--- config.mk ---
export PLATFORM = sky130hd
export DESIGN_NAME = cursor_line_editor_unit
export DESIGN_NICKNAME = d
export VERILOG_FILES = /design/src/cle_pkg.sv /design/src/cursor_line_editor_unit.sv /design/src/cle_ram.sv
export SDC_FILE = /design/constraint.sdc
export NUM_CORES = 1
export LEC_CHECK = 0
export BUFFER_PORTS_ARGS = -buffer_cell sky130_fd_sc_hd__buf_2
export CORE_ASPECT_RATIO = 0.6
export CORE_MARGIN = 2
export CORE_UTILIZATION = 56
export DETAILED_ROUTE_END_ITERATION = 10
export GPL_TIMING_DRIVEN = 0
export PLACE_DENSITY = 0.72
export RECOVER_POWER = 25
export SLEW_MARGIN = 30
export SYNTH_ARGS = -nofsm -noshare
export SYNTH_HDL_FRONTEND = slang
export SYNTH_SLANG_ARGS = --single-unit
--- constraint.sdc ---
create_clock -name clk_i -period 8.4 [get_ports clk_i]
set_clock_uncertainty 0.2 [all_clocks]
set_input_delay 2.1 -clock clk_i [delete_from_list [all_inputs] [get_ports clk_i]]
set_output_delay 2.1 -clock clk_i [all_outputs]
set_load 0.01 [all_outputs]
--- src/cle_pkg.sv ---
`timescale 1ns / 1ps
// ----------------------------------------------------------------------------
// cle_pkg
// shared types and constants of the cursor line editor
// ----------------------------------------------------------------------------
package cle_pkg;

  localparam int LINE_DEPTH_DEF = 64;
  localparam int CHAR_W         = 8;
  localparam int CMD_W          = 3;

  // key command codes
  typedef enum logic [CMD_W-1:0] {
    CMD_INSERT    = 3'd0,
    CMD_LEFT      = 3'd1,
    CMD_RIGHT     = 3'd2,
    CMD_BACKSPACE = 3'd3,
    CMD_FINISH    = 3'd4
  } cmd_e;

  // control sequencer states
  typedef enum logic [2:0] {
    ST_IDLE,   // waiting for a key request
    ST_MOVE,   // cursor move: write back the char read last cycle
    ST_RD,     // line dump: read one char
    ST_WR,     // line dump: hand the char to the output register
    ST_EMPTY   // line dump of an empty line
  } state_e;

endpackage

--- src/cursor_line_editor_unit.sv ---
`timescale 1ns / 1ps
// ----------------------------------------------------------------------------
// cursor_line_editor_unit
// one-line text editor with a cursor, kept as a gap buffer in a single ram
// ----------------------------------------------------------------------------
//
//  channel  | dir | payload                                 | handshake
//  ---------+-----+-----------------------------------------+---------------
//  s_axis   | in  | tuser: cmd, tdata: key_char             | tvalid/tready
//  m_axis   | out | tdata: out_char, tlast: last_of_line,   | tvalid/tready
//           |     | tuser: line_empty                       |
//
//  insert and backspace are done when the request is taken; cursor left and
//  right read the ram, then write back into the other side of the gap.
//  finish reads each character from the single ram read port, then hands it
//  to the output register; an empty line hands out one beat flagged line_empty.
//  reset clears the counters and the sequencer; the store needs no clearing,
//  only written entries are ever read.
//  output stalls hold the dump in place; the input is taken only when idle.
//
// ----------------------------------------------------------------------------
module cursor_line_editor_unit import cle_pkg::*; #(
  parameter int LINE_DEPTH = LINE_DEPTH_DEF
) (
  input  logic              clk_i,
  input  logic              rst_ni,
  // key requests
  input  logic              s_axis_tvalid_i,
  output logic              s_axis_tready_o,
  input  logic [CHAR_W-1:0] s_axis_tdata_i,   // [7:0] key_char
  input  logic [CMD_W-1:0]  s_axis_tuser_i,   // [2:0] cmd
  // finished line characters
  output logic              m_axis_tvalid_o,
  input  logic              m_axis_tready_i,
  output logic [CHAR_W-1:0] m_axis_tdata_o,   // [7:0] out_char
  output logic              m_axis_tlast_o,   // last_of_line
  output logic              m_axis_tuser_o    // [0] line_empty
);

  localparam int AW = $clog2(LINE_DEPTH);
  localparam int CW = $clog2(LINE_DEPTH + 1);
  localparam logic [CW-1:0] DEPTH_C = CW'(LINE_DEPTH);
  localparam logic [CW-1:0] ONE_C   = CW'(1);

  state_e state_q, state_d;

  // gap buffer bookkeeping: chars before the cursor sit at the low end,
  // chars after the cursor at the high end of the store
  logic [CW-1:0] before_q, before_d;
  logic [CW-1:0] after_q, after_d;
  logic [CW-1:0] pos_q, pos_d;      // dump position within the line
  logic          dir_q, dir_d;      // pending move is a cursor left

  logic [CW-1:0] total;
  logic          in_fire;
  logic          out_free;
  logic          dump_last;
  cmd_e          cmd;

  // ram port
  logic              mem_we;
  logic [AW-1:0]     mem_waddr;
  logic [CHAR_W-1:0] mem_wdata;
  logic              mem_re;
  logic [AW-1:0]     mem_raddr;
  logic [CHAR_W-1:0] mem_rdata;

  // output register
  logic              out_valid_q, out_valid_d;
  logic [CHAR_W-1:0] out_char_q;
  logic              out_last_q, out_empty_q;
  logic              out_load;
  logic [CHAR_W-1:0] load_char;
  logic              load_last, load_empty;

  assign total     = before_q + after_q;
  assign cmd       = cmd_e'(s_axis_tuser_i);
  assign in_fire   = s_axis_tvalid_i && s_axis_tready_o;
  assign out_free  = !out_valid_q || m_axis_tready_i;
  assign dump_last = (pos_q == (total - ONE_C));

  assign s_axis_tready_o = (state_q == ST_IDLE);

  cle_ram #(
    .Depth (LINE_DEPTH),
    .AddrW (AW)
  ) u_ram (
    .clk_i   (clk_i),
    .we_i    (mem_we),
    .waddr_i (mem_waddr),
    .wdata_i (mem_wdata),
    .re_i    (mem_re),
    .raddr_i (mem_raddr),
    .rdata_o (mem_rdata)
  );

  // next state
  always_comb begin
    state_d = state_q;
    case (state_q)
      ST_IDLE: begin
        if (in_fire) begin
          case (cmd)
            CMD_LEFT: begin
              if (before_q != '0) state_d = ST_MOVE;
            end
            CMD_RIGHT: begin
              if (after_q != '0) state_d = ST_MOVE;
            end
            CMD_FINISH: begin
              state_d = (total == '0) ? ST_EMPTY : ST_RD;
            end
            default: state_d = ST_IDLE;
          endcase
        end
      end
      ST_MOVE: state_d = ST_IDLE;
      ST_RD:   state_d = ST_WR;
      ST_WR: begin
        if (out_free) state_d = dump_last ? ST_IDLE : ST_RD;
      end
      ST_EMPTY: begin
        if (out_free) state_d = ST_IDLE;
      end
      default: state_d = ST_IDLE;
    endcase
  end

  // ram accesses, counters and output loads
  always_comb begin
    mem_we     = 1'b0;
    mem_waddr  = '0;
    mem_wdata  = s_axis_tdata_i;
    mem_re     = 1'b0;
    mem_raddr  = '0;
    before_d   = before_q;
    after_d    = after_q;
    pos_d      = pos_q;
    dir_d      = dir_q;
    out_load   = 1'b0;
    load_char  = mem_rdata;
    load_last  = 1'b0;
    load_empty = 1'b0;
    case (state_q)
      ST_IDLE: begin
        if (in_fire) begin
          case (cmd)
            CMD_INSERT: begin
              // full line drops the char
              if (total < DEPTH_C) begin
                mem_we    = 1'b1;
                mem_waddr = AW'(before_q);
                before_d  = before_q + ONE_C;
              end
            end
            CMD_LEFT: begin
              if (before_q != '0) begin
                mem_re    = 1'b1;
                mem_raddr = AW'(before_q - ONE_C);
                dir_d     = 1'b1;
              end
            end
            CMD_RIGHT: begin
              if (after_q != '0) begin
                mem_re    = 1'b1;
                mem_raddr = AW'(DEPTH_C - after_q);
                dir_d     = 1'b0;
              end
            end
            CMD_BACKSPACE: begin
              if (before_q != '0) before_d = before_q - ONE_C;
            end
            CMD_FINISH: pos_d = '0;
            default: pos_d = pos_q;
          endcase
        end
      end
      ST_MOVE: begin
        mem_we    = 1'b1;
        mem_wdata = mem_rdata;
        if (dir_q) begin
          mem_waddr = AW'(DEPTH_C - ONE_C - after_q);
          before_d  = before_q - ONE_C;
          after_d   = after_q + ONE_C;
        end else begin
          mem_waddr = AW'(before_q);
          before_d  = before_q + ONE_C;
          after_d   = after_q - ONE_C;
        end
      end
      ST_RD: begin
        mem_re    = 1'b1;
        // past the cursor the line continues at the high end of the store
        mem_raddr = (pos_q < before_q) ? AW'(pos_q) : AW'(pos_q + DEPTH_C - total);
      end
      ST_WR: begin
        if (out_free) begin
          out_load  = 1'b1;
          load_last = dump_last;
          if (dump_last) begin
            before_d = '0;
            after_d  = '0;
          end else begin
            pos_d = pos_q + ONE_C;
          end
        end
      end
      ST_EMPTY: begin
        if (out_free) begin
          out_load   = 1'b1;
          load_char  = '0;
          load_last  = 1'b1;
          load_empty = 1'b1;
        end
      end
      default: pos_d = pos_q;
    endcase
  end

  assign out_valid_d = out_load || (out_valid_q && !m_axis_tready_i);

  always_ff @(posedge clk_i or negedge rst_ni) begin
    if (!rst_ni) begin
      state_q     <= ST_IDLE;
      before_q    <= '0;
      after_q     <= '0;
      pos_q       <= '0;
      dir_q       <= 1'b0;
      out_valid_q <= 1'b0;
    end else begin
      state_q     <= state_d;
      before_q    <= before_d;
      after_q     <= after_d;
      pos_q       <= pos_d;
      dir_q       <= dir_d;
      out_valid_q <= out_valid_d;
    end
  end

  // result payload, loaded only when the register is free
  always_ff @(posedge clk_i) begin
    if (out_load) begin
      out_char_q  <= load_char;
      out_last_q  <= load_last;
      out_empty_q <= load_empty;
    end
  end

  assign m_axis_tvalid_o = out_valid_q;
  assign m_axis_tdata_o  = out_char_q;
  assign m_axis_tlast_o  = out_last_q;
  assign m_axis_tuser_o  = out_empty_q;

endmodule

--- src/cle_ram.sv ---
`timescale 1ns / 1ps
// ----------------------------------------------------------------------------
// cle_ram
// character store: one write port, one read port, registered read data
// ----------------------------------------------------------------------------
module cle_ram import cle_pkg::*; #(
  parameter int Depth = LINE_DEPTH_DEF,
  parameter int AddrW = $clog2(Depth)
) (
  input  logic              clk_i,
  input  logic              we_i,
  input  logic [AddrW-1:0]  waddr_i,
  input  logic [CHAR_W-1:0] wdata_i,
  input  logic              re_i,
  input  logic [AddrW-1:0]  raddr_i,
  output logic [CHAR_W-1:0] rdata_o
);

  logic [CHAR_W-1:0] mem_q [Depth];
  logic [CHAR_W-1:0] rdata_q;

  always_ff @(posedge clk_i) begin
    if (we_i) begin
      mem_q[waddr_i] <= wdata_i;
    end
  end

  // read data holds until the next read
  always_ff @(posedge clk_i) begin
    if (re_i) begin
      rdata_q <= mem_q[raddr_i];
    end
  end

  assign rdata_o = rdata_q;

endmodule
==> impl_metrics.toml <==
[outcome]
status = "complete, but fails checks"
violations = "max-capacitance violations, max-slew violations"

[sta]
slew_headroom_pct = -89.1
period_needed_ns = 6.36
drv_slew = 271
rsz0062_at_grt = "no"
fin_tns_setup_ns = 0
max_freq_mhz = 157
worstMarginPinSlew_ns = 2.84
setup_viol = 0
finalHoldViolations = 0
fin_crit_sh_pct = 75.7

[floorplan]
core-area_sq_um = 43300
die_area_sq_um = 45500
start_util_pct = 56.7
rows = 59
dieHeight_microns = 166
io_pins = 27
fp.dieW_microns = 274

[synthesis]
yosys_warnings = 0
synthFlopType = "edfxtp_1"
syn_inst = 1773
synth_cell_types = 84
avgSynthCellArea_sq_um = 13.8
syn-num-nets = 1818
ys_seq_area_share_pct = 67.6
async_flop_share_pct = 4.68
synth-edff-count = 530
yosys_register_bits = 556
netlist_area_sq_um = 24500

[layout]
area_growth_pct = 10.9
final_cell_mix = "edfxtp_1, nand2_1, a21oi_1, nor2_1, clkbuf_1"
fin_nets = 1905
drive_gt1_share_pct = 12.8
layout_commonest_cell = "edfxtp_1"
finalNonFillerCells = 2474

[power_and_ir_drop]
vdd_drop_max_mv = 0.184
p_leak_nw = 9.12
power_density_nw_per_um2 = 295

[clocking]
clock_tree.root_cell = "clkbuf_16"
worstSkewPairLatency_ns = 0.59
ctsResizeCount = 0
clockBufferDepth = 3
cts.sinks = 556
ctsHoldBuffers = 0
cts_setup_buffers = 0
htreeDepth = 2
cts.clk_slew.worst_paths_ns = 0.06
cts_buffers = 49
cts_tree = "done"

[critical_path]
crit_fanout = 10
crit_chain = "clkbuf_1, or3b_1, a211oi_1, o21ai_1, o211ai_1, buf_2, buf_1, nand2_1, a32o_1, o22ai_1, nor4_1, nor4_1"
cp-start-kind = "input pin"
end_kind = "register"
cp_common_cell = "nor4_1"
crit_type = "input pin to register"
path_buf_inv = 3
cp_top_family = "buffers and inverters"
crit_required_ns = 8.47
arrival_ns = 6.42
slowest_delay_ns = 0.79
crit_slowest_cell = "buf_1"

[detailed_routing]
via_count = 16800
first_pass_iters = 6
drc = 0
wirelength_microns = 73000
drt_iter0_drc = 3064
ant_nets = 0
wire_per_inst_microns = 29.5
vias_per_cell = 6.80

[grt]
grt_pass1_wl_microns = 105000
grt_max_degree = 65
grt_overflow_total = 0
globalRouteTotalUtil_pct = 31.9
grt_pass1_vias = 15500
grt_antenna_before_repair = 2

[placement]
dp_hpwl_microns = 51000
placement.io_buffers = 23
gp_congestion = 1.02
placed_cells = 2388

[flow_run]
timing.max_cap.violations = 6

[hold_path]
hold_path.class = "register to register"
## Yosys cell counts, drive strengths merged, types with 30 or more instances
master,n,share of area (%)
o22ai,37,0.94
edfxtp,530,65
nand2,278,4.3
nor3,48,1.0
clkbuf,52,0.80
nand3,30,0.61
a21oi,121,2.5
nor2,68,1.0
a32oi,33,1.2
buf,53,1.6
a22o,36,1.3
inv,30,0.46
mux4,31,2.8
mux2i,51,2.1
## layout make-up
type                    instances  area [sq um]
fillers                      3198         16100
repair buffers                 36           203
flip-flops and latches        556         16600
clock buffers                  58          1300
plain buffers                 105           594
multi-input cells            1082          7490
diodes                          1          2.50
clock inverters                27           191
inverters                      30           113
well taps                     579           724
## worst register-to-register path: stages, from the launching register on
cell and delay [ns]:
dfrtp_1 0.38, clkbuf_1 0.40, inv_1 0.25, ha_1 0.36, a21oi_1 0.13, o21ai_0 0.26, a21oi_1 0.62, mux2i_1 0.42
nor2_1 0.56, clkbuf_1 0.62, mux4_2 0.41, o22a_1 0.22, a211oi_1 0.83, nor4_2 0.18
## flip-flops by register name, summed over array words and instances, names as in the netlist
signal,flops
m_axis_tvalid_o,1
before_q,7
state_q,3
after_q,7
u_ram.rdata_o,8
m_axis_tuser_o,1
pos_q,7
dir_q,1
m_axis_tlast_o,1
u_ram.mem_q,512
m_axis_tdata_o,8
## final timing paths
| kind | from | endpoint | slack [ns] | cells after the start |
|---|---|---|---|---|
| setup / recovery | s_axis_tuser_i[1] | u_ram.rdata_o[6]$_DFFE_PP_ | 2.04 | 12 |
| hold / removal | u_ram.rdata_o[3]$_DFFE_PP_ | m_axis_tdata_o[3]$_DFFE_PP_ | 0.36 | 1 |
| setup reg to reg | before_q[2]$_DFFE_PN0P_ | u_ram.rdata_o[7]$_DFFE_PP_ | 2.25 | 13 |
| hold reg to reg | u_ram.rdata_o[3]$_DFFE_PP_ | m_axis_tdata_o[3]$_DFFE_PP_ | 0.36 | 1 |
| max in group asynchronous | rst_ni | after_q[3]$_DFFE_PN0P_ | 5.28 | 1 |
| min in group asynchronous | rst_ni | before_q[1]$_DFFE_PN0P_ | 1.74 | 1 |
## per-stage QoR
stage          worst slack [ns]  power (mW)  utilization (%)  cell area (sq um)  hold slack [ns]
2_1_floorplan              3.45        4.98                -              24500            0.315
3_3_place_gp               1.88        5.70             58.6              25400            0.346
3_5_place_dp               1.81        5.80             59.7              25800            0.343
4_1_cts                    2.39        7.93             63.1              27300            0.353
5_1_grt                    2.07        8.29             62.8              27200            0.384
6_report                   2.04        8.03             62.8              27200            0.357
## report_power, final
group | leakage (nW) | internal [mW] | switching, mW
logic | 3.27 | 0.810 | 1.63
registers | 5.11 | 3.31 | 0.0948
clock network | 0.735 | 1.17 | 1.01
## per-layer routing
layer  vias to the layer above  wire, microns  share of wire [%]  GRT usage, %
met3                       163          13100                 18          15.4
met2                      1345          28300                 39          39.8
met5                         -             78               0.11             0
met1                      8267          29800                 41          49.4
met4                         2           1810                2.5          7.89
li1                       7057              -                  -             -
## cell families (layout without fill, tap and decap cells)
group                      Yosys count  in the layout  share of synthesized area, %
AOI/OAI and AO/OA                  414            414                          11.9
adders and majority gates           30             30                          1.62
DFF                                556            556                          67.6
and+or+nand+nor                    524            524                          9.89
xor gates and xnor gates            31             31                          1.16
other                                0              1                             0
muxes                               83             83                          4.98
buffers and inverters              135            256                          2.88
No activity file was read; power rests on OpenSTA's default activity.
